--- src/design/i2c_master_bit_engine_core_defines.svh ---
// assertion macros used by the bit engine sequencer
`ifndef I2C_MASTER_BIT_ENGINE_CORE_DEFINES_SVH
`define I2C_MASTER_BIT_ENGINE_CORE_DEFINES_SVH

// antecedent implies consequent in the same cycle
`define I2CBE_ASSERT_SAME(label, clk, rst, ante, cons, msg) \
  label: assert property (@(posedge clk) disable iff (rst) (ante) |-> (cons)) \
    else $error(msg);

// antecedent implies consequent in the next cycle
`define I2CBE_ASSERT_NEXT(label, clk, rst, ante, cons, msg) \
  label: assert property (@(posedge clk) disable iff (rst) (ante) |=> (cons)) \
    else $error(msg);

`endif

--- src/design/i2cbe_pkg.sv ---
// types, codes and constants of the i2c master bit engine
`default_nettype none

package i2cbe_pkg;

  localparam int DELAY_COUNTER_WIDTH = 16;
  localparam int HALF_PERIOD_WIDTH   = 16;
  localparam logic [HALF_PERIOD_WIDTH-1:0] HALF_PERIOD_RESET = 16'd4;

  localparam logic [2:0] OP_START = 3'd0;
  localparam logic [2:0] OP_STOP  = 3'd1;
  localparam logic [2:0] OP_WRITE = 3'd2;
  localparam logic [2:0] OP_READ  = 3'd3;
  localparam logic [2:0] OP_RACK  = 3'd4;
  localparam logic [2:0] OP_SACK  = 3'd5;

  typedef enum logic [4:0] {
    PH_IDLE         = 5'd0,
    PH_STA_SCL_HI   = 5'd1,
    PH_STA_SDA_HI   = 5'd2,
    PH_STA_SDA_LO   = 5'd3,
    PH_STA_SCL_LO   = 5'd4,
    PH_STO_SCL_LO   = 5'd5,
    PH_STO_SDA_LO   = 5'd6,
    PH_STO_SCL_HI   = 5'd7,
    PH_STO_SDA_HI   = 5'd8,
    PH_RACK_SDA_HI  = 5'd9,
    PH_RACK_SCL_HI  = 5'd10,
    PH_RACK_SAMPLE  = 5'd11,
    PH_RACK_SDA_LO  = 5'd12,
    PH_SACK_SCL_LO  = 5'd13,
    PH_SACK_SDA_LO  = 5'd14,
    PH_SACK_SCL_HI  = 5'd15,
    PH_SACK_SCL_END = 5'd16,
    PH_WR_SCL_LO    = 5'd17,
    PH_WR_SDA_BIT   = 5'd18,
    PH_WR_SCL_HI    = 5'd19,
    PH_WR_SCL_END   = 5'd20,
    PH_RD_SDA_HI    = 5'd21,
    PH_RD_SCL_HI    = 5'd22,
    PH_RD_SAMPLE    = 5'd23
  } phase_t;

  typedef struct packed {
    logic       sda_in;
    logic [7:0] tx_byte;
    logic [2:0] op;
    logic       cmd_valid;
  } cmd_t;

  // packed so that scl sits in bit 0 of tdata
  typedef struct packed {
    logic [2:0] pad;
    logic       ack_bit;
    logic [7:0] rx_byte;
    logic       done_res;
    logic       busy_res;
    logic       sda;
    logic       scl;
  } result_t;

  function automatic phase_t first_phase(input logic [2:0] op);
    phase_t ph;
    case (op)
      OP_START: ph = PH_STA_SCL_HI;
      OP_STOP:  ph = PH_STO_SCL_LO;
      OP_WRITE: ph = PH_WR_SCL_LO;
      OP_READ:  ph = PH_RD_SDA_HI;
      OP_RACK:  ph = PH_RACK_SDA_HI;
      OP_SACK:  ph = PH_SACK_SCL_LO;
      default:  ph = PH_IDLE;
    endcase
    return ph;
  endfunction

endpackage

`default_nettype wire

--- src/design/i2cbe_seq.sv ---
// pin sequencer: bus state registers and the one-tick step logic
`default_nettype none
`include "i2c_master_bit_engine_core_defines.svh"

module i2cbe_seq (
  input  wire logic                                        clk,
  input  wire logic                                        rst,
  input  wire logic                                        step_en,
  input  wire i2cbe_pkg::cmd_t                             cmd,
  input  wire logic [i2cbe_pkg::HALF_PERIOD_WIDTH-1:0]     half_period,
  output i2cbe_pkg::result_t                               result
);

  localparam int DW = i2cbe_pkg::DELAY_COUNTER_WIDTH;

  i2cbe_pkg::phase_t phase, phase_next;
  logic [2:0]    bit_index, bit_index_next;
  logic [7:0]    shift_byte, shift_byte_next;
  logic [DW-1:0] delay_count, delay_count_next;
  logic          scl_level, scl_level_next;
  logic          sda_level, sda_level_next;
  logic          ack_store, ack_store_next;
  logic [7:0]    rx_hold, rx_hold_next;
  logic          busy, done;
  logic          fin, need_delay;
  logic [DW-1:0] delay_load;

  always_comb begin
    delay_load = DW'(half_period);
    if (delay_load == '0) begin
      delay_load = DW'(1);
    end
  end

  always_comb begin
    phase_next       = phase;
    bit_index_next   = bit_index;
    shift_byte_next  = shift_byte;
    delay_count_next = delay_count;
    scl_level_next   = scl_level;
    sda_level_next   = sda_level;
    ack_store_next   = ack_store;
    rx_hold_next     = rx_hold;
    busy             = 1'b0;
    done             = 1'b0;
    fin              = 1'b0;
    need_delay       = 1'b0;

    // a command is taken only when idle; unknown op codes leave it idle
    if (phase == i2cbe_pkg::PH_IDLE && cmd.cmd_valid) begin
      phase_next       = i2cbe_pkg::first_phase(cmd.op);
      bit_index_next   = 3'd0;
      shift_byte_next  = (cmd.op == i2cbe_pkg::OP_WRITE) ? cmd.tx_byte : 8'd0;
      delay_count_next = '0;
    end

    if (phase_next != i2cbe_pkg::PH_IDLE) begin
      busy = 1'b1;
      if (delay_count_next != '0) begin
        delay_count_next = delay_count_next - DW'(1);
        fin = (delay_count_next == '0);
      end else begin
        case (phase_next)
          i2cbe_pkg::PH_STA_SCL_HI:   scl_level_next = 1'b1;
          i2cbe_pkg::PH_STA_SDA_HI: begin
            sda_level_next = 1'b1;
            need_delay = 1'b1;
          end
          i2cbe_pkg::PH_STA_SDA_LO: begin
            sda_level_next = 1'b0;
            need_delay = 1'b1;
          end
          i2cbe_pkg::PH_STA_SCL_LO:   scl_level_next = 1'b0;
          i2cbe_pkg::PH_STO_SCL_LO:   scl_level_next = 1'b0;
          i2cbe_pkg::PH_STO_SDA_LO:   sda_level_next = 1'b0;
          i2cbe_pkg::PH_STO_SCL_HI: begin
            scl_level_next = 1'b1;
            need_delay = 1'b1;
          end
          i2cbe_pkg::PH_STO_SDA_HI:   sda_level_next = 1'b1;
          i2cbe_pkg::PH_RACK_SDA_HI:  sda_level_next = 1'b1;
          i2cbe_pkg::PH_RACK_SCL_HI: begin
            scl_level_next = 1'b1;
            need_delay = 1'b1;
          end
          i2cbe_pkg::PH_RACK_SAMPLE: begin
            ack_store_next = cmd.sda_in;
            scl_level_next = 1'b0;
          end
          i2cbe_pkg::PH_RACK_SDA_LO:  sda_level_next = 1'b0;
          i2cbe_pkg::PH_SACK_SCL_LO: begin
            scl_level_next = 1'b0;
            need_delay = 1'b1;
          end
          i2cbe_pkg::PH_SACK_SDA_LO: begin
            sda_level_next = 1'b0;
            need_delay = 1'b1;
          end
          i2cbe_pkg::PH_SACK_SCL_HI: begin
            scl_level_next = 1'b1;
            need_delay = 1'b1;
          end
          i2cbe_pkg::PH_SACK_SCL_END: scl_level_next = 1'b0;
          i2cbe_pkg::PH_WR_SCL_LO:    scl_level_next = 1'b0;
          i2cbe_pkg::PH_WR_SDA_BIT:   sda_level_next = shift_byte_next[3'd7 - bit_index_next];
          i2cbe_pkg::PH_WR_SCL_HI: begin
            scl_level_next = 1'b1;
            need_delay = 1'b1;
          end
          i2cbe_pkg::PH_WR_SCL_END:   scl_level_next = 1'b0;
          i2cbe_pkg::PH_RD_SDA_HI:    sda_level_next = 1'b1;
          i2cbe_pkg::PH_RD_SCL_HI: begin
            scl_level_next = 1'b1;
            need_delay = 1'b1;
          end
          i2cbe_pkg::PH_RD_SAMPLE: begin
            shift_byte_next = {shift_byte_next[6:0], cmd.sda_in};
            scl_level_next = 1'b0;
            need_delay = 1'b1;
          end
          default:                    phase_next = i2cbe_pkg::PH_IDLE;
        endcase
        if (need_delay) begin
          delay_count_next = delay_load;
        end else begin
          fin = (phase_next != i2cbe_pkg::PH_IDLE);
        end
      end
    end

    // step finished: advance the phase or end the command
    if (fin) begin
      case (phase_next)
        i2cbe_pkg::PH_STA_SCL_LO, i2cbe_pkg::PH_STO_SDA_HI, i2cbe_pkg::PH_RACK_SDA_LO,
        i2cbe_pkg::PH_SACK_SCL_END, i2cbe_pkg::PH_WR_SCL_END: begin
          phase_next = i2cbe_pkg::PH_IDLE;
          done = 1'b1;
        end
        i2cbe_pkg::PH_WR_SCL_HI: begin
          if (bit_index_next == 3'd7) begin
            phase_next = i2cbe_pkg::PH_WR_SCL_END;
          end else begin
            bit_index_next = bit_index_next + 3'd1;
            phase_next = i2cbe_pkg::PH_WR_SCL_LO;
          end
        end
        i2cbe_pkg::PH_RD_SAMPLE: begin
          if (bit_index_next == 3'd7) begin
            rx_hold_next = shift_byte_next;
            phase_next = i2cbe_pkg::PH_IDLE;
            done = 1'b1;
          end else begin
            bit_index_next = bit_index_next + 3'd1;
            phase_next = i2cbe_pkg::PH_RD_SCL_HI;
          end
        end
        default: begin
          phase_next = i2cbe_pkg::phase_t'(phase_next + 5'd1);
        end
      endcase
    end
  end

  always_ff @(posedge clk) begin
    if (rst) begin
      phase       <= i2cbe_pkg::PH_IDLE;
      bit_index   <= 3'd0;
      shift_byte  <= 8'd0;
      delay_count <= '0;
      scl_level   <= 1'b1;
      sda_level   <= 1'b1;
      ack_store   <= 1'b0;
      rx_hold     <= 8'd0;
    end else if (step_en) begin
      phase       <= phase_next;
      bit_index   <= bit_index_next;
      shift_byte  <= shift_byte_next;
      delay_count <= delay_count_next;
      scl_level   <= scl_level_next;
      sda_level   <= sda_level_next;
      ack_store   <= ack_store_next;
      rx_hold     <= rx_hold_next;
    end
  end

  always_comb begin
    result          = '0;
    result.scl      = scl_level_next;
    result.sda      = sda_level_next;
    result.busy_res = busy;
    result.done_res = done;
    result.rx_byte  = rx_hold_next;
    result.ack_bit  = ack_store_next;
  end

  `I2CBE_ASSERT_NEXT(a_done_goes_idle, clk, rst, step_en && done, phase == i2cbe_pkg::PH_IDLE, "command finished but phase not idle")
  `I2CBE_ASSERT_SAME(a_delay_only_busy, clk, rst, delay_count != '0, phase != i2cbe_pkg::PH_IDLE, "delay pending while idle")
  `I2CBE_ASSERT_NEXT(a_hold_no_step, clk, rst, !step_en, $stable(phase) && $stable(delay_count), "state moved without a step")
  `I2CBE_ASSERT_NEXT(a_idle_pins_hold, clk, rst, step_en && phase == i2cbe_pkg::PH_IDLE && !cmd.cmd_valid, $stable(scl_level) && $stable(sda_level), "pins moved in an idle tick")

endmodule

`default_nettype wire

--- src/design/i2cbe_out_reg.sv ---
// result register between the sequencer and the output stream
`default_nettype none

module i2cbe_out_reg (
  input  wire logic                clk,
  input  wire logic                rst,
  input  wire logic                load,
  input  wire i2cbe_pkg::result_t  result,
  output logic                     can_load,
  output logic                     m_axis_tvalid,
  input  wire logic                m_axis_tready,
  output logic [15:0]              m_axis_tdata
);

  i2cbe_pkg::result_t hold;

  assign can_load      = !m_axis_tvalid || m_axis_tready;
  assign m_axis_tdata  = 16'(hold);

  always_ff @(posedge clk) begin
    if (rst) begin
      m_axis_tvalid <= 1'b0;
    end else if (can_load) begin
      m_axis_tvalid <= load;
    end
  end

  always_ff @(posedge clk) begin
    if (load && can_load) begin
      hold <= result;
    end
  end

endmodule

`default_nettype wire

--- src/design/i2c_master_bit_engine_core.sv ---
// i2c master bit engine: one tick per input transaction, one result per tick
// path: a tick accepted on s_axis is registered in the input register, its result then in the output register on m_axis
// throughput: one tick per clock cycle while m_axis is ready; the sequencer steps once per tick
// pin timing: each bus change is one tick, each delay step holds half_period_ticks ticks (one tick if zero)
// reset (rst, synchronous): both lines released, engine idle, half_period_ticks back to 4
`default_nettype none

module i2c_master_bit_engine_core (
  input  wire logic        clk,
  input  wire logic        rst,
  input  wire logic        s_axis_tvalid,
  output logic             s_axis_tready,
  input  wire logic [15:0] s_axis_tdata,  // cmd_valid, op[2:0], tx_byte[7:0], sda_in, zero pad
  output logic             m_axis_tvalid,
  input  wire logic        m_axis_tready,
  output logic [15:0]      m_axis_tdata,  // scl, sda, busy_res, done_res, rx_byte[7:0], ack_bit, pad
  input  wire logic        cfg_valid,
  output logic             cfg_ready,
  input  wire logic [15:0] cfg_data       // half_period_ticks
);

  logic [i2cbe_pkg::HALF_PERIOD_WIDTH-1:0] half_period;
  logic                                    in_valid;
  i2cbe_pkg::cmd_t                         in_cmd;
  i2cbe_pkg::result_t                      result;
  logic                                    out_can_load;
  logic                                    step_en;

  assign cfg_ready     = 1'b1;
  assign step_en       = in_valid && out_can_load;
  assign s_axis_tready = !in_valid || out_can_load;

  always_ff @(posedge clk) begin
    if (rst) begin
      half_period <= i2cbe_pkg::HALF_PERIOD_RESET;
    end else if (cfg_valid && cfg_ready) begin
      half_period <= cfg_data;
    end
  end

  always_ff @(posedge clk) begin
    if (rst) begin
      in_valid <= 1'b0;
    end else if (s_axis_tready) begin
      in_valid <= s_axis_tvalid;
    end
  end

  always_ff @(posedge clk) begin
    if (s_axis_tvalid && s_axis_tready) begin
      in_cmd.cmd_valid <= s_axis_tdata[0];
      in_cmd.op        <= s_axis_tdata[3:1];
      in_cmd.tx_byte   <= s_axis_tdata[11:4];
      in_cmd.sda_in    <= s_axis_tdata[12];
    end
  end

  i2cbe_seq u_seq (
    .clk         (clk),
    .rst         (rst),
    .step_en     (step_en),
    .cmd         (in_cmd),
    .half_period (half_period),
    .result      (result)
  );

  i2cbe_out_reg u_out (
    .clk           (clk),
    .rst           (rst),
    .load          (step_en),
    .result        (result),
    .can_load      (out_can_load),
    .m_axis_tvalid (m_axis_tvalid),
    .m_axis_tready (m_axis_tready),
    .m_axis_tdata  (m_axis_tdata)
  );

endmodule

`default_nettype wire

--- config.mk ---
export PLATFORM = sky130hd
export DESIGN_NAME = i2c_master_bit_engine_core
export DESIGN_NICKNAME = d
export VERILOG_FILES = /design/src/design/i2cbe_pkg.sv /design/src/design/i2cbe_seq.sv /design/src/design/i2cbe_out_reg.sv /design/src/design/i2c_master_bit_engine_core.sv
export VERILOG_INCLUDE_DIRS = /design/src /design/src/design
export SDC_FILE = /design/constraint.sdc
export NUM_CORES = 1
export LEC_CHECK = 0
export ABC_CLOCK_PERIOD_IN_PS = 5500
export BUFFER_PORTS_ARGS = -buffer_cell sky130_fd_sc_hd__buf_2
export CAP_MARGIN = 20
export CORE_MARGIN = 2
export CORE_UTILIZATION = 59
export DETAILED_ROUTE_END_ITERATION = 8
export PLACE_DENSITY = 0.8
export SYNTH_ARGS = -nofsm -noshare
export SYNTH_HDL_FRONTEND = slang
export SYNTH_SLANG_ARGS = --single-unit
--- constraint.sdc ---
create_clock -name clk -period 5.5 [get_ports clk]
set_input_delay 1.1 -clock clk [delete_from_list [all_inputs] [get_ports clk]]
set_output_delay 1.1 -clock clk [all_outputs]
set_load 0.1 [all_outputs]
==> After elaboration in Yosys (flattened, before gate mapping) <==
Index checks and enable logic that the tools add are counted.
{ "op_classes": {"order_cmp": 1, "mux": 48, "reduce_logical": 23, "eq_ne": 36, "add_sub_neg": 4} }
{ "op_table": {"columns": ["op", "count"], "rows": [
  ["2-to-1 mux 16 bit", 5],
  ["2-to-1 mux 8 bit", 8],
  ["== test 5 bit, second input constant", 12],
  ["== test 5 x 4 -> 1 bit, second input constant", 10],
  ["2-to-1 mux 5 bit", 8],
  ["logical NOT 16 bit", 2],
  ["case mux 5 bit (6 select lines)", 1],
  ["== test 5 x 3 -> 1 bit, second input constant", 5],
  ["OR reduction 23 bit", 1],
  ["2-to-1 mux 1 bit", 16],
  ["nonzero test 16 bit", 1],
  ["subtractor 16 x 1 -> 16 bit, second input constant", 1],
  ["2-to-1 mux 3 bit", 5],
  ["case mux 5 bit (3 select lines)", 1],
  ["== test 5 x 2 -> 1 bit, second input constant", 2],
  ["nonzero test 5 bit", 2],
  ["OR reduction 10 bit", 1],
  ["== test 3 bit, second input constant", 3],
  ["OR reduction 4 bit", 2],
  ["OR reduction 8 bit", 1],
  ["== test 3 x 2 -> 1 bit, second input constant", 2],
  ["OR reduction 6 bit", 1],
  ["adder 5 x 1 -> 5 bit, second input constant", 1],
  ["== test 5 x 1 -> 1 bit, second input constant", 1],
  ["other kinds (14)", 20]
]} }
{ "totals": {"in_bits": 37, "word_cells": 133, "out_inout_bits": 19, "reg_bits": 87} }

==> Depth between registers and ports, before layout <==
Gate-level depths: netlist of run 1.
{ "logic_depth": {"depth_word": 14, "ltp_mapped": 20, "ltp_nobuf": 16} }

==> By module <==
From an unflattened synthesis of run 1, not the netlist that was laid out.
{ "unflattened": {"hier_cells": 609, "hier_area_um2": 5403.9} }
{ "modules_own_cells": {"columns": ["module", "seq_area_each_um2", "area_each_um2", "instances", "cells_each"], "rows": [
  ["i2cbe_seq", 860.8, 3836.2, 1, 515],
  ["i2c_master_bit_engine_core", 730.7, 1032.2, 1, 73],
  ["i2cbe_out_reg", 500.5, 535.5, 1, 21]
]} }

==> Worst setup path after synthesis of run 1 <==
Ideal clock, no wire load.
{ "synth_path": {"path_type": "flip-flop to flip-flop", "start": "register u_seq.phase[2]", "end": "register u_seq.rx_hold[1]", "setup_slack_ns": 1.394, "path_stages_with_launch": 19, "setup_ns": 0.128, "n_path_buf": 4, "t_arrival_ns": 3.979, "required_time_ns": 5.372, "period_less_slack_ns": 4.106, "path_cell_list": "dfxtp_1 buf_2 nor3_2 nand2_2 clkbuf_1 nand2_1 ha_1 buf_1 nand2_1 buf_2 or3b_1 and2_1 ha_1 inv_1 nor3_1 nand3_2 nor4_4 mux2i_1 nor2_1"} }
{ "synth_between": {"elab_chain_len": 13, "elab_cells_between_ends": 55, "cone_classes": "add/sub (1); eq/ne (25); mux (21); reduce/logical (8)"} }
{ "synth_lines": {"columns": ["element", "line_no", "source"], "rows": [
  ["start: declaration", "i2cbe_seq.sv:16", "i2cbe_pkg::phase_t phase, phase_next;"],
  ["start signal: assignment", "i2cbe_seq.sv:166", "phase <= i2cbe_pkg::PH_IDLE;"],
  ["start signal: assignment", "i2cbe_seq.sv:175", "phase <= phase_next;"],
  ["logical NOT 5 bit", "i2cbe_seq.sv:50", "if (phase == i2cbe_pkg::PH_IDLE && cmd.cmd_valid) begin"],
  ["logical AND 1 bit", "i2cbe_seq.sv:50", null],
  ["2-to-1 mux 5 bit", "i2cbe_seq.sv:50", null],
  ["== test 5 x 1 -> 1 bit, or another cell as far along", "i2cbe_seq.sv:63", "case (phase_next)"],
  ["OR reduction 23 bit (no line)", null, null],
  ["2-to-1 mux 5 bit", "i2cbe_seq.sv:63", null],
  ["2-to-1 mux 5 bit", "i2cbe_seq.sv:59", "if (delay_count_next != '0) begin"],
  ["2-to-1 mux 5 bit", "i2cbe_seq.sv:57", "if (phase_next != i2cbe_pkg::PH_IDLE) begin"],
  ["2-to-1 mux 5 bit or nonzero test 5 bit (tied branches)", "i2cbe_seq.sv:59, i2cbe_seq.sv:126", null],
  ["2-to-1 mux 5 bit or 2-to-1 mux 1 bit (tied branches)", "i2cbe_seq.sv:57, i2cbe_seq.sv:123", null],
  ["== test 5 bit or 2-to-1 mux 1 bit (tied branches)", "i2cbe_seq.sv:133, i2cbe_seq.sv:59", null],
  ["2-to-1 mux 8 bit or 2-to-1 mux 1 bit (tied branches)", "i2cbe_seq.sv:133, i2cbe_seq.sv:57", null],
  ["2-to-1 mux 8 bit *", "i2cbe_seq.sv:132", "if (fin) begin"],
  ["end signal: assignment", "i2cbe_seq.sv:182", "rx_hold <= rx_hold_next;"],
  ["end: declaration", "i2cbe_seq.sv:23", "logic [7:0] rx_hold, rx_hold_next;"]
]} }
Mark *: on every way between the ends. The rest lies on a longest branch, timed or not. The select of a mux whose other input is x is not followed.
A chain may end at the register's enable or synchronous reset.

==> Worst setup path in the final report of run 1 <==
{ "layout_path": {"start": "register u_seq.phase[1]", "end": "register u_seq.rx_hold[0]"} }
Same word-level chain as after synthesis.

==> out/qor.yml, run 1 <==
timing:
  finalCriticalPeriod_ps: 4446
  tightest_slew_ps: 1083
  report.final.slew_viol_count: 0
  hold_slack_ps: 473.7
  timing.setup.tns_ps: 0
  fin_crit_sh: 0.8083
  timing.fmax_mhz: 224.9
  setup_violations: 0
  relSlewSlack: 0.2732
  final.setup_skew_ps: 15.80
  rsz0062_at_grt: "no"
  hold_viol: 0
min_path:
  hold-path-cell-count: 2
  hold_path_end: "u_seq.ack_store"
  min_path_type: "register to register"
  min_from: "u_seq.ack_store"
critical_path:
  r2r_cells: 14
  critPathMaxFanout: 35
  worst_ep_arrival_time_ps: 4690
  cp_cell_sequence: "nor3_2 > nand2_2 > buf_4 > o31ai_4 > nand2_1 > or3b_1 > and2_1 > ha_1 > inv_1 > nor3_1 > nand3_2 > nor4_4 > mux2i_1 > nor2_1"
  crit_path_end_kind: "register"
  critPathKind: "register to register"
  cp_slowest_stage_delay_ps: 800
  r2r_setup_slack_ps: 1050
  worstPathRequired_ps: 5750
  critPathSlowestCell: "dfxtp_1"
  timing.rr.start: "u_seq.phase[1]"
  reg2reg_to: "u_seq.rx_hold[0]"
  start_kind: "register"
synthesis:
  ys_seq_elements: 87
  seq_area_frac_synth: 0.3875
  syn_inst: 584
  synth_edf_count: 26
  synth_area_mm2: 0.005166
  synthArstFlopShare: 0
  dominantRegCellSynth: "dfxtp_1"
  syn_area_per_cell_um2: 8.846
  synth_warnings: 0
  yosysUniqueCellTypes: 87
route:
  num_vias: 4632
  wl_per_cell_um: 17.86
  viasPerCell: 6.389
  drt-pass1-iter-count: 5
  drc: 0
  wirelength_um: 12950
  drtIter0Drc: 514
  ant_nets: 0
power:
  total_power_w: 0.002400
  power_leakage_nw: 2.207
  powerDensity_mw_per_mm2: 428.1
  ir_drop_mv: 0.2391
clock_tree:
  cts-buffers-inserted: 9
  cts_resized: 0
  clock_latency_ps: 370
  cts_buffer_depth: 2
  cts_tree: "done"
  cts.sinks: 87
  cts_setup_buffers: 0
  clk_pin_slew_ps: 100
  root_buffer: "clkbuf_8"
  hold_buffers: 0
  ctsHtreeMaxLevel: 3
global_route:
  gr-usage-all-layers: 0.2790
  grt_max_degree: 60
  grt_pass1_wl_um: 21720
  grt-ovfl-total: 0
  grt_pass1_vias: 4395
  antenna_found_initial: 0
floorplan:
  die_y_um: 97.58
  start_util: 0.6012
  die_w_um: 97.58
  core-area_mm2: 0.008593
  rows: 34
  dieArea_mm2: 0.009521
  io_pins: 56
run:
  maxCapViolations: 0
placement:
  place_area_mm2: 0.005398
  portBuffers: 48
  finalWeightedCongestion: 0.9548
  place_hpwl_um: 8856
cells_and_area:
  drive_above_1_share: 0.1750
  fin_area_mm2: 0.005607
  layout_common_cells: "68 x nor2_1, 63 x nand2_1, 61 x dfxtp_1"
  area_growth_pct: 8.525
  n_antenna_cell: 0
  utilization: 0.6524
  finalNetCount: 654
  layout_commonest_cell: "nor2_1"
outcome:
  outcome: "finished clean"
critical path: cells and delay by family (launching register included):
kind	cells	cell delay (ps)
AOI/OAI and AO/OA	1	140
adders and majority gates	1	250
buffers and inverters	2	470
DFF	1	800
muxes	1	290
and+or+nand+nor	9	2340
routing by layer:
metal,vias up,global-route usage,wire (µm)
met1,2169,0.3784,5573
met3,35,0.05396,1103
met4,0,0.1314,359
met5,-,0,0
li1,2193,-,-
met2,235,0.4302,5916
registers in the layout, indices dropped and copies added (netlist names):
| name | flops |
|---|---|
| half_period | 16 |
| u_seq.delay_count | 16 |
| in_cmd | 13 |
| u_out.m_axis_tdata | 13 |
| u_seq.rx_hold | 8 |
| u_seq.shift_byte | 8 |
| u_seq.phase | 5 |
| u_seq.bit_index | 3 |
| in_valid | 1 |
| u_out.m_axis_tvalid | 1 |
| u_seq.ack_store | 1 |
| u_seq.scl_level | 1 |
| u_seq.sda_level | 1 |
kinds of logic (layout without fill, tap and decap cells):
| group | after synthesis | after routing | share of synthesized area |
|---|---|---|---|
| other | 2 | 4 | 0.001454 |
| XOR/XNOR | 6 | 6 | 0.01017 |
| AO/OA/AOI/OAI | 158 | 158 | 0.2129 |
| AND/OR/NAND/NOR | 226 | 226 | 0.2320 |
| flip-flops | 87 | 87 | 0.3875 |
| adder cells (fa/ha/maj) | 5 | 5 | 0.01211 |
| buffers and inverters | 56 | 87 | 0.05183 |
| multiplexers | 44 | 44 | 0.09203 |
worst max path at each step:
stage / start / end / slack, ps / cells past startpoint
floorplan: u_seq.phase[2] / u_seq.rx_hold[1] / 1390 / 18
CTS: u_seq.phase[1] / u_seq.rx_hold[0] / 1120 / 13
detailed placement: u_seq.phase[1] / u_seq.rx_hold[0] / 1160 / 13
finish: u_seq.phase[1] / u_seq.rx_hold[0] / 1050 / 14
global route: u_seq.phase[1] / u_seq.rx_hold[0] / 710 / 14
global placement: u_seq.phase[1] / u_seq.rx_hold[6] / 1270 / 13
final cells by class:
| type | instances | area (µm²) |
|---|---|---|
| clock buffer | 9 | 123.9 |
| timing repair buffer | 56 | 300.3 |
| tap | 108 | 135.1 |
| fill | 756 | 2987 |
| multi-input combinational | 443 | 2904 |
| inverter | 15 | 56.30 |
| sequential | 87 | 2002 |
| clock inverter | 7 | 85.08 |
report_power, final:
group	total, W	internal (W)	switching, W
Clock	0.000482	0.000220	0.000262
Sequential	0.000780	0.000709	0.0000701
Combinational	0.00114	0.000396	0.000742
Total	0.00240	0.00133	0.00107
Yosys cell counts (3+ instances only):
cell      instances  area [µm²]
a21oi_1          51       255.2
o31a_1            3       26.28
nand2_1          63       236.5
nor3_1           13       65.06
inv_1            14       52.55
a221oi_1          3       26.28
a22oi_1           3       22.52
buf_6             3       33.78
buf_2             4       20.02
ha_1              5       62.56
a31oi_1           9       56.30
nand4_1           5       31.28
dfxtp_1          61        1221
buf_4             8       60.06
mux2i_1          34       340.3
o32ai_1           3       26.28
clkbuf_1         24       90.09
o21ai_1           4       20.02
nor4_4            4       85.08
o21ai_0          24       120.1
nor4_1            5       31.28
edfxtp_1         26       780.8
a211oi_1          7       52.55
o211ai_1          8       60.06
xor2_1            4       35.03
and2_1            8       50.05
nand3_1          13       65.06
nand2b_1          4       25.02
o31ai_1           3       22.52
mux2_1            8       90.09
a21oi_2           3       26.28
o21a_1            3       22.52
nor2_2            4       25.02
and3_1            9       56.30
nor2_1           68       255.2
per-stage QoR:
step                      std cells  setup WS [ps]
after detailed placement        709           1155
after floorplan                 586           1394
after global placement          709           1273
after CTS                       725           1122
final                           725           1054
after global routing            725          710.5
Power figures use the tool's default switching activity.
==> inputs of run 2 (changes only) <==
--- a/config.mk
+++ b/config.mk
@@ -6,13 +6,13 @@
 export SDC_FILE = /design/constraint.sdc
 export NUM_CORES = 1
 export LEC_CHECK = 0
-export ABC_CLOCK_PERIOD_IN_PS = 5500
+export ABC_CLOCK_PERIOD_IN_PS = 3900
 export BUFFER_PORTS_ARGS = -buffer_cell sky130_fd_sc_hd__buf_2
 export CAP_MARGIN = 20
 export CORE_MARGIN = 2
-export CORE_UTILIZATION = 59
+export CORE_UTILIZATION = 54
 export DETAILED_ROUTE_END_ITERATION = 8
-export PLACE_DENSITY = 0.8
+export PLACE_DENSITY = 0.77
 export SYNTH_ARGS = -nofsm -noshare
 export SYNTH_HDL_FRONTEND = slang
 export SYNTH_SLANG_ARGS = --single-unit
==> constraint.sdc (replaced) <==
create_clock -name clk -period 3.9 [get_ports clk]
set_input_delay 0.78 -clock clk [delete_from_list [all_inputs] [get_ports clk]]
set_output_delay 0.78 -clock clk [all_outputs]
set_load 0.1 [all_outputs]
==> out/qor.yml, run 2 (synthesis gave the netlist of run 1 again) <==
floorplan:
  rows: 35
  die_w_um: 101.8
  dieArea_mm2: 0.01037
  io_pins: 56
  core-area_mm2: 0.009240
  die_y_um: 101.8
  start_util: 0.5591
route:
  highest_layer: "met4"
  ant_nets: 0
  wirelength_um: 13850
  met3_length_um: 1003
  drc: 0
  num_vias: 4708
  drtIter0Drc: 441
  viasPerCell: 6.146
  wl_met1_um: 6109
  wl_per_cell_um: 18.08
  route.met2.wl_um: 6419
  drt-pass1-iter-count: 8
power:
  internal-power_w: 0.001942
  seqPwrFrac: 0.314
  p_comb_frac: 0.488
  power_leakage_nw: 2.307
  switching_share: 0.4449
  powerDensity_mw_per_mm2: 602.2
  switching_power_w: 0.001557
  p_clk_frac: 0.198
  ir_drop_mv: 0.3508
  total_power_w: 0.003499
timing:
  finalCriticalPeriod_ps: 3656
  timing.setup.tns_ps: 0
  final.setup_skew_ps: 12.64
  setup_violations: 0
  timing.fmax_mhz: 273.5
  tightest_slew_ps: 746.3
  rsz0062_at_grt: "no"
  hold_viol: 0
  relSlewSlack: 0.4972
  fin_crit_sh: 0.9375
  hold_slack_ps: 463.8
  report.final.slew_viol_count: 0
critical_path:
  worstPathRequired_ps: 4010
  worst_ep_arrival_time_ps: 3770
  crit_path_end_kind: "register"
  critPathKind: "register to register"
  crit_path_start: "u_seq.phase[0]"
  start_kind: "register"
  timing.rr.start: "u_seq.phase[0]"
  critPathMaxFanout: 10
clock_tree:
  hold_buffers: 0
  clk_pin_slew_ps: 100
  cts-buffers-inserted: 9
  root_buffer: "clkbuf_8"
  cts_buffer_depth: 2
  clock_latency_ps: 370
  cts.sinks: 87
  cts_tree: "done"
  ctsHtreeMaxLevel: 3
cells_and_area:
  drive_above_1_share: 0.2088
  area_growth_pct: 12.45
  top_regs: "half_period: 16 flops, u_seq.delay_count: 16 flops"
  layout_commonest_cell: "nor2_1"
  layout_common_cells: "68 x nor2_1, 63 x nand2_1, 60 x dfxtp_1"
  instances_no_fill: 766
  n_antenna_cell: 0
  finalNetCount: 674
placement:
  portBuffers: 48
  post-place-cells: 748
  place_hpwl_um: 9866
  finalWeightedCongestion: 0.9643
outcome:
  outcome: "finished clean"
global_route:
  antenna_found_initial: 0
  grt_max_degree: 37
  gr-usage-all-layers: 0.2775
  grt_pass1_wl_um: 22800
  grt-ovfl-total: 0
  grt_pass1_vias: 4465
min_path:
  min_path_type: "register to register"
  min_from: "u_seq.shift_byte[5]"
run:
  maxCapViolations: 0
[run 2: metal layers]
layer	vias to the layer above	global-route usage
li1	2235	-
met1	2226	0.3800
met2	211	0.4474
met3	36	0.04788
met4	0	0.09333
met5	-	0
[run 2: power by group through the flow]
stage	clock (W)	sequential (W)	combinational, W
final	0.000693	0.00110	0.00171
after global routing	0.000735	0.00111	0.00187
after CTS	0.000697	0.00109	0.00165
after detailed placement	0	0.00111	0.00163
after global placement	0	0.00111	0.00163
after floorplan	0	0.00112	0.00125
[run 2: through the flow]
| stage | worst slack (ps) | area [µm²] | utilization |
|---|---|---|---|
| 2_1_floorplan | -12.12 | 5179 | - |
| 3_3_place_gp | 319.6 | 5564 | 0.6022 |
| 3_5_place_dp | 154.5 | 5564 | 0.6022 |
| 4_1_cts | 124.0 | 5783 | 0.6259 |
| 5_1_grt | 37.47 | 5809 | 0.6287 |
| 6_report | 243.8 | 5809 | 0.6287 |
[run 2: timing repair]
item	CTS	global route
setup buffers	0	1
gates resized for setup	0	5
setup endpoints to repair	0	15
[run 2: path summary, 6_finish.rpt]
| path | endpoint | slack [ps] | cells past startpoint |
|---|---|---|---|
| setup / recovery | u_out.m_axis_tdata[11] | 240 | 14 |
| hold / removal | u_seq.shift_byte[5] | 460 | 2 |
| setup reg to reg | u_out.m_axis_tdata[11] | 240 | 14 |
| hold reg to reg | u_seq.shift_byte[5] | 460 | 2 |
[run 2: layout make-up]
type	count	area, µm²
repair buffers	75	442.9
inverters	15	56.30
clock buffers	9	123.9
well taps	129	161.4
multi-input cells	444	2927
fillers	826	3431
clock inverters	7	95.09
flip-flops and latches	87	2003
[run 2: worst max-delay path, cell delays in order, from the launching register on]
cell     delay, ps
dfxtp_2        410
nor3b_4        320
buf_4          170
nand2_2         70
nand2_1        130
ha_1           330
nand2_1        120
o31a_1         250
o32ai_1        130
nand2_1        120
nor4_2         310
a21oi_2        110
or2_1          330
nor2_4         250
mux2_1         350
==> inputs of run 3 (changes only) <==
--- a/config.mk
+++ b/config.mk
@@ -6,8 +6,9 @@
 export SDC_FILE = /design/constraint.sdc
 export NUM_CORES = 1
 export LEC_CHECK = 0
+export ABC_AREA = 1
 export ABC_CLOCK_PERIOD_IN_PS = 3900
-export BUFFER_PORTS_ARGS = -buffer_cell sky130_fd_sc_hd__buf_2
+export BUFFER_PORTS_ARGS = -buffer_cell sky130_fd_sc_hd__buf_4
 export CAP_MARGIN = 20
 export CORE_MARGIN = 2
 export CORE_UTILIZATION = 54
==> out/qor.yml, run 3 <==
outcome:
  outcome: "finished clean"
critical_path:
  crit_family: "simple AND/OR/NAND/NOR gates"
  cp_cell_sequence: "nor2_4 > nand3_4 > nand2_1 > ha_1 > nand3_1 > nor2_4 > nand3b_4 > clkinv_1 > nand4_1 > nand2_1 > inv_1 > ha_1 > nand4_1 > inv_1 > nand3_2 > o21ai_0"
  timing.rr.start: "u_seq.phase[1]"
  worstPathRequired_ps: 3990
  cp_slowest_stage_delay_ps: 430
  critPathMaxFanout: 11
  critPathBufInv: 3
  reg2reg_to: "u_out.m_axis_tdata[3]"
  start_kind: "register"
  critPathKind: "register to register"
  worst_ep_arrival_time_ps: 3610
  r2r_setup_slack_ps: 380
  r2r_cells: 16
  critPathSlowestCell: "dfxtp_1"
  crit_path_end_kind: "register"
placement:
  portBuffers: 48
  place_hpwl_um: 9264
  detailedPlace.worstSlack_ps: 442.8
  place_area_mm2: 0.005593
  finalWeightedCongestion: 0.9273
timing:
  rsz0062_at_grt: "no"
  fin_crit_sh: 0.9032
  timing.setup.tns_ps: 0
  report.final.slew_viol_count: 0
  tightest_slew_ps: 818.7
  final.setup_skew_ps: 12.55
  setup_violations: 0
  timing.fmax_mhz: 283.9
  relSlewSlack: 0.4536
  hold_viol: 0
  setup_slack_ps: 377.4
  finalCriticalPeriod_ps: 3523
synthesis:
  synth_area_leader_cell: "dfxtp_1"
  synth_top_area_share: 0.2356
  synth_edf_count: 26
  seq_area_frac_synth: 0.3862
  synth_commonest_cells: "186 x nand2_1, 109 x nor2_1, 76 x o21ai_0, 66 x inv_1, 61 x dfxtp_1"
  synth_warnings: 0
  syn_area_per_cell_um2: 6.866
  synth_area_mm2: 0.005184
  yosysUniqueCellTypes: 48
  dominantRegCellSynth: "dfxtp_1"
  yosysMostFrequentCell: "nand2_1"
  ys_seq_elements: 87
  synthArstFlopShare: 0
  syn_inst: 755
  synth_area_leaders: "dfxtp_1 24%, edfxtp_1 15%, nand2_1 13%, nor2_1 7.9%, o21ai_0 7.3%"
route:
  drc: 0
  drt-pass1-iter-count: 5
  ant_nets: 0
  num_vias: 5155
  wirelength_um: 13100
  drtIter0Drc: 413
  viasPerCell: 5.579
  wl_per_cell_um: 14.17
clock_tree:
  ctsHtreeMaxLevel: 3
  cts_tree: "done"
  hold_buffers: 0
  root_buffer: "clkbuf_8"
  cts_setup_buffers: 0
  cts_buffer_depth: 2
  cts_resized: 0
  cts-buffers-inserted: 9
  clk_pin_slew_ps: 90
  cts.sinks: 87
  clock_latency_ps: 360
floorplan:
  rows: 35
  dieArea_mm2: 0.01040
  start_util: 0.5584
  io_pins: 56
  die_y_um: 102.0
  core-area_mm2: 0.009284
  die_w_um: 102.0
cells_and_area:
  layout_common_cells: "186 x nand2_1, 109 x nor2_1, 76 x o21ai_0"
  fin_area_mm2: 0.005793
  layout_commonest_cell: "nand2_1"
  top_regs: "half_period: 16 flops, u_seq.delay_count: 16 flops"
  n_antenna_cell: 0
  drive_above_1_share: 0.1321
  area_growth_pct: 11.75
  finalNetCount: 832
min_path:
  hold-path-cell-count: 2
  min_from: "u_seq.scl_level"
  hold_path_end: "u_seq.scl_level"
  min_path_type: "register to register"
global_route:
  grt_pass1_vias: 4761
  grt-ovfl-total: 0
  gr-usage-all-layers: 0.2614
  antenna_found_initial: 0
  grt_pass1_wl_um: 21870
  grt_max_degree: 69
run:
  maxCapViolations: 0
power:
  power_leakage_nw: 2.740
  powerDensity_mw_per_mm2: 516.9
  total_power_w: 0.002995
  ir_drop_mv: 0.3175
run 3: worst max-delay path by stage:
stage | start | end | slack [ps] | cells past startpoint
4_1_cts | u_seq.phase[1] | u_out.m_axis_tdata[3] | 410 | 16
5_1_grt | u_seq.phase[1] | u_seq.phase[1] | 90 | 19
3_5_place_dp | u_seq.phase[1] | u_out.m_axis_tdata[3] | 440 | 16
2_1_floorplan | u_seq.phase[1] | u_seq.bit_index[0] | 290 | 24
3_3_place_gp | u_seq.phase[1] | u_out.m_axis_tdata[3] | 490 | 16
6_report | u_seq.phase[1] | u_out.m_axis_tdata[3] | 380 | 16
run 3: worst reg2reg max path: cells and delay by family (launching register included):
kind	cells	cell delay [ps]
and+or+nand+nor	10	1920
AOI/OAI and AO/OA	1	150
buffers and inverters	3	260
adders and majority gates	2	490
DFF	1	430
run 3: layer usage:
layer	global-route usage	wire, µm	vias up
li1	-	-	2557
met1	0.3652	5917	2351
met2	0.4180	5961	226
met3	0.05062	1022	21
met4	0.06872	195	0
met5	0	0	-
run 3: logic make-up (layout without fill, tap and decap cells):
family                     Yosys count  in the layout  synth area share
xor gates and xnor gates             5              5          0.008448
muxes                                1              1          0.001931
DFF                                 87             87            0.3862
buffers and inverters              107            145           0.08569
other                                2              4          0.001449
adders and majority gates            5              5           0.01207
AOI/OAI and AO/OA                  162            162            0.1738
and+or+nand+nor                    386            386            0.3304
run 3: area by class of cell:
cell class	instances	area, µm²
clock buffer	9	123.9
clock inverter	7	56.30
fill	880	3491
inverter	74	279.0
multi-input combinational	563	2745
sequential	87	2002
tap	129	161.4
timing repair buffer	55	425.4
run 3: through the flow:
step                hold slack [ps]    util  cells
finish                        474.0  0.6240    924
floorplan                     440.8       -    757
detailed placement            455.9  0.6024    907
global route                  508.0  0.6240    924
global placement              455.6  0.6024    907
CTS                           478.0  0.6218    923
run 3: report_power, final:
part,total (W),internal [W],switching (W)
Clock,0.000593,0.000238,0.000355
Sequential,0.00106,0.00101,0.0000504
Combinational,0.00134,0.000388,0.000954
Total,0.00299,0.00164,0.00136
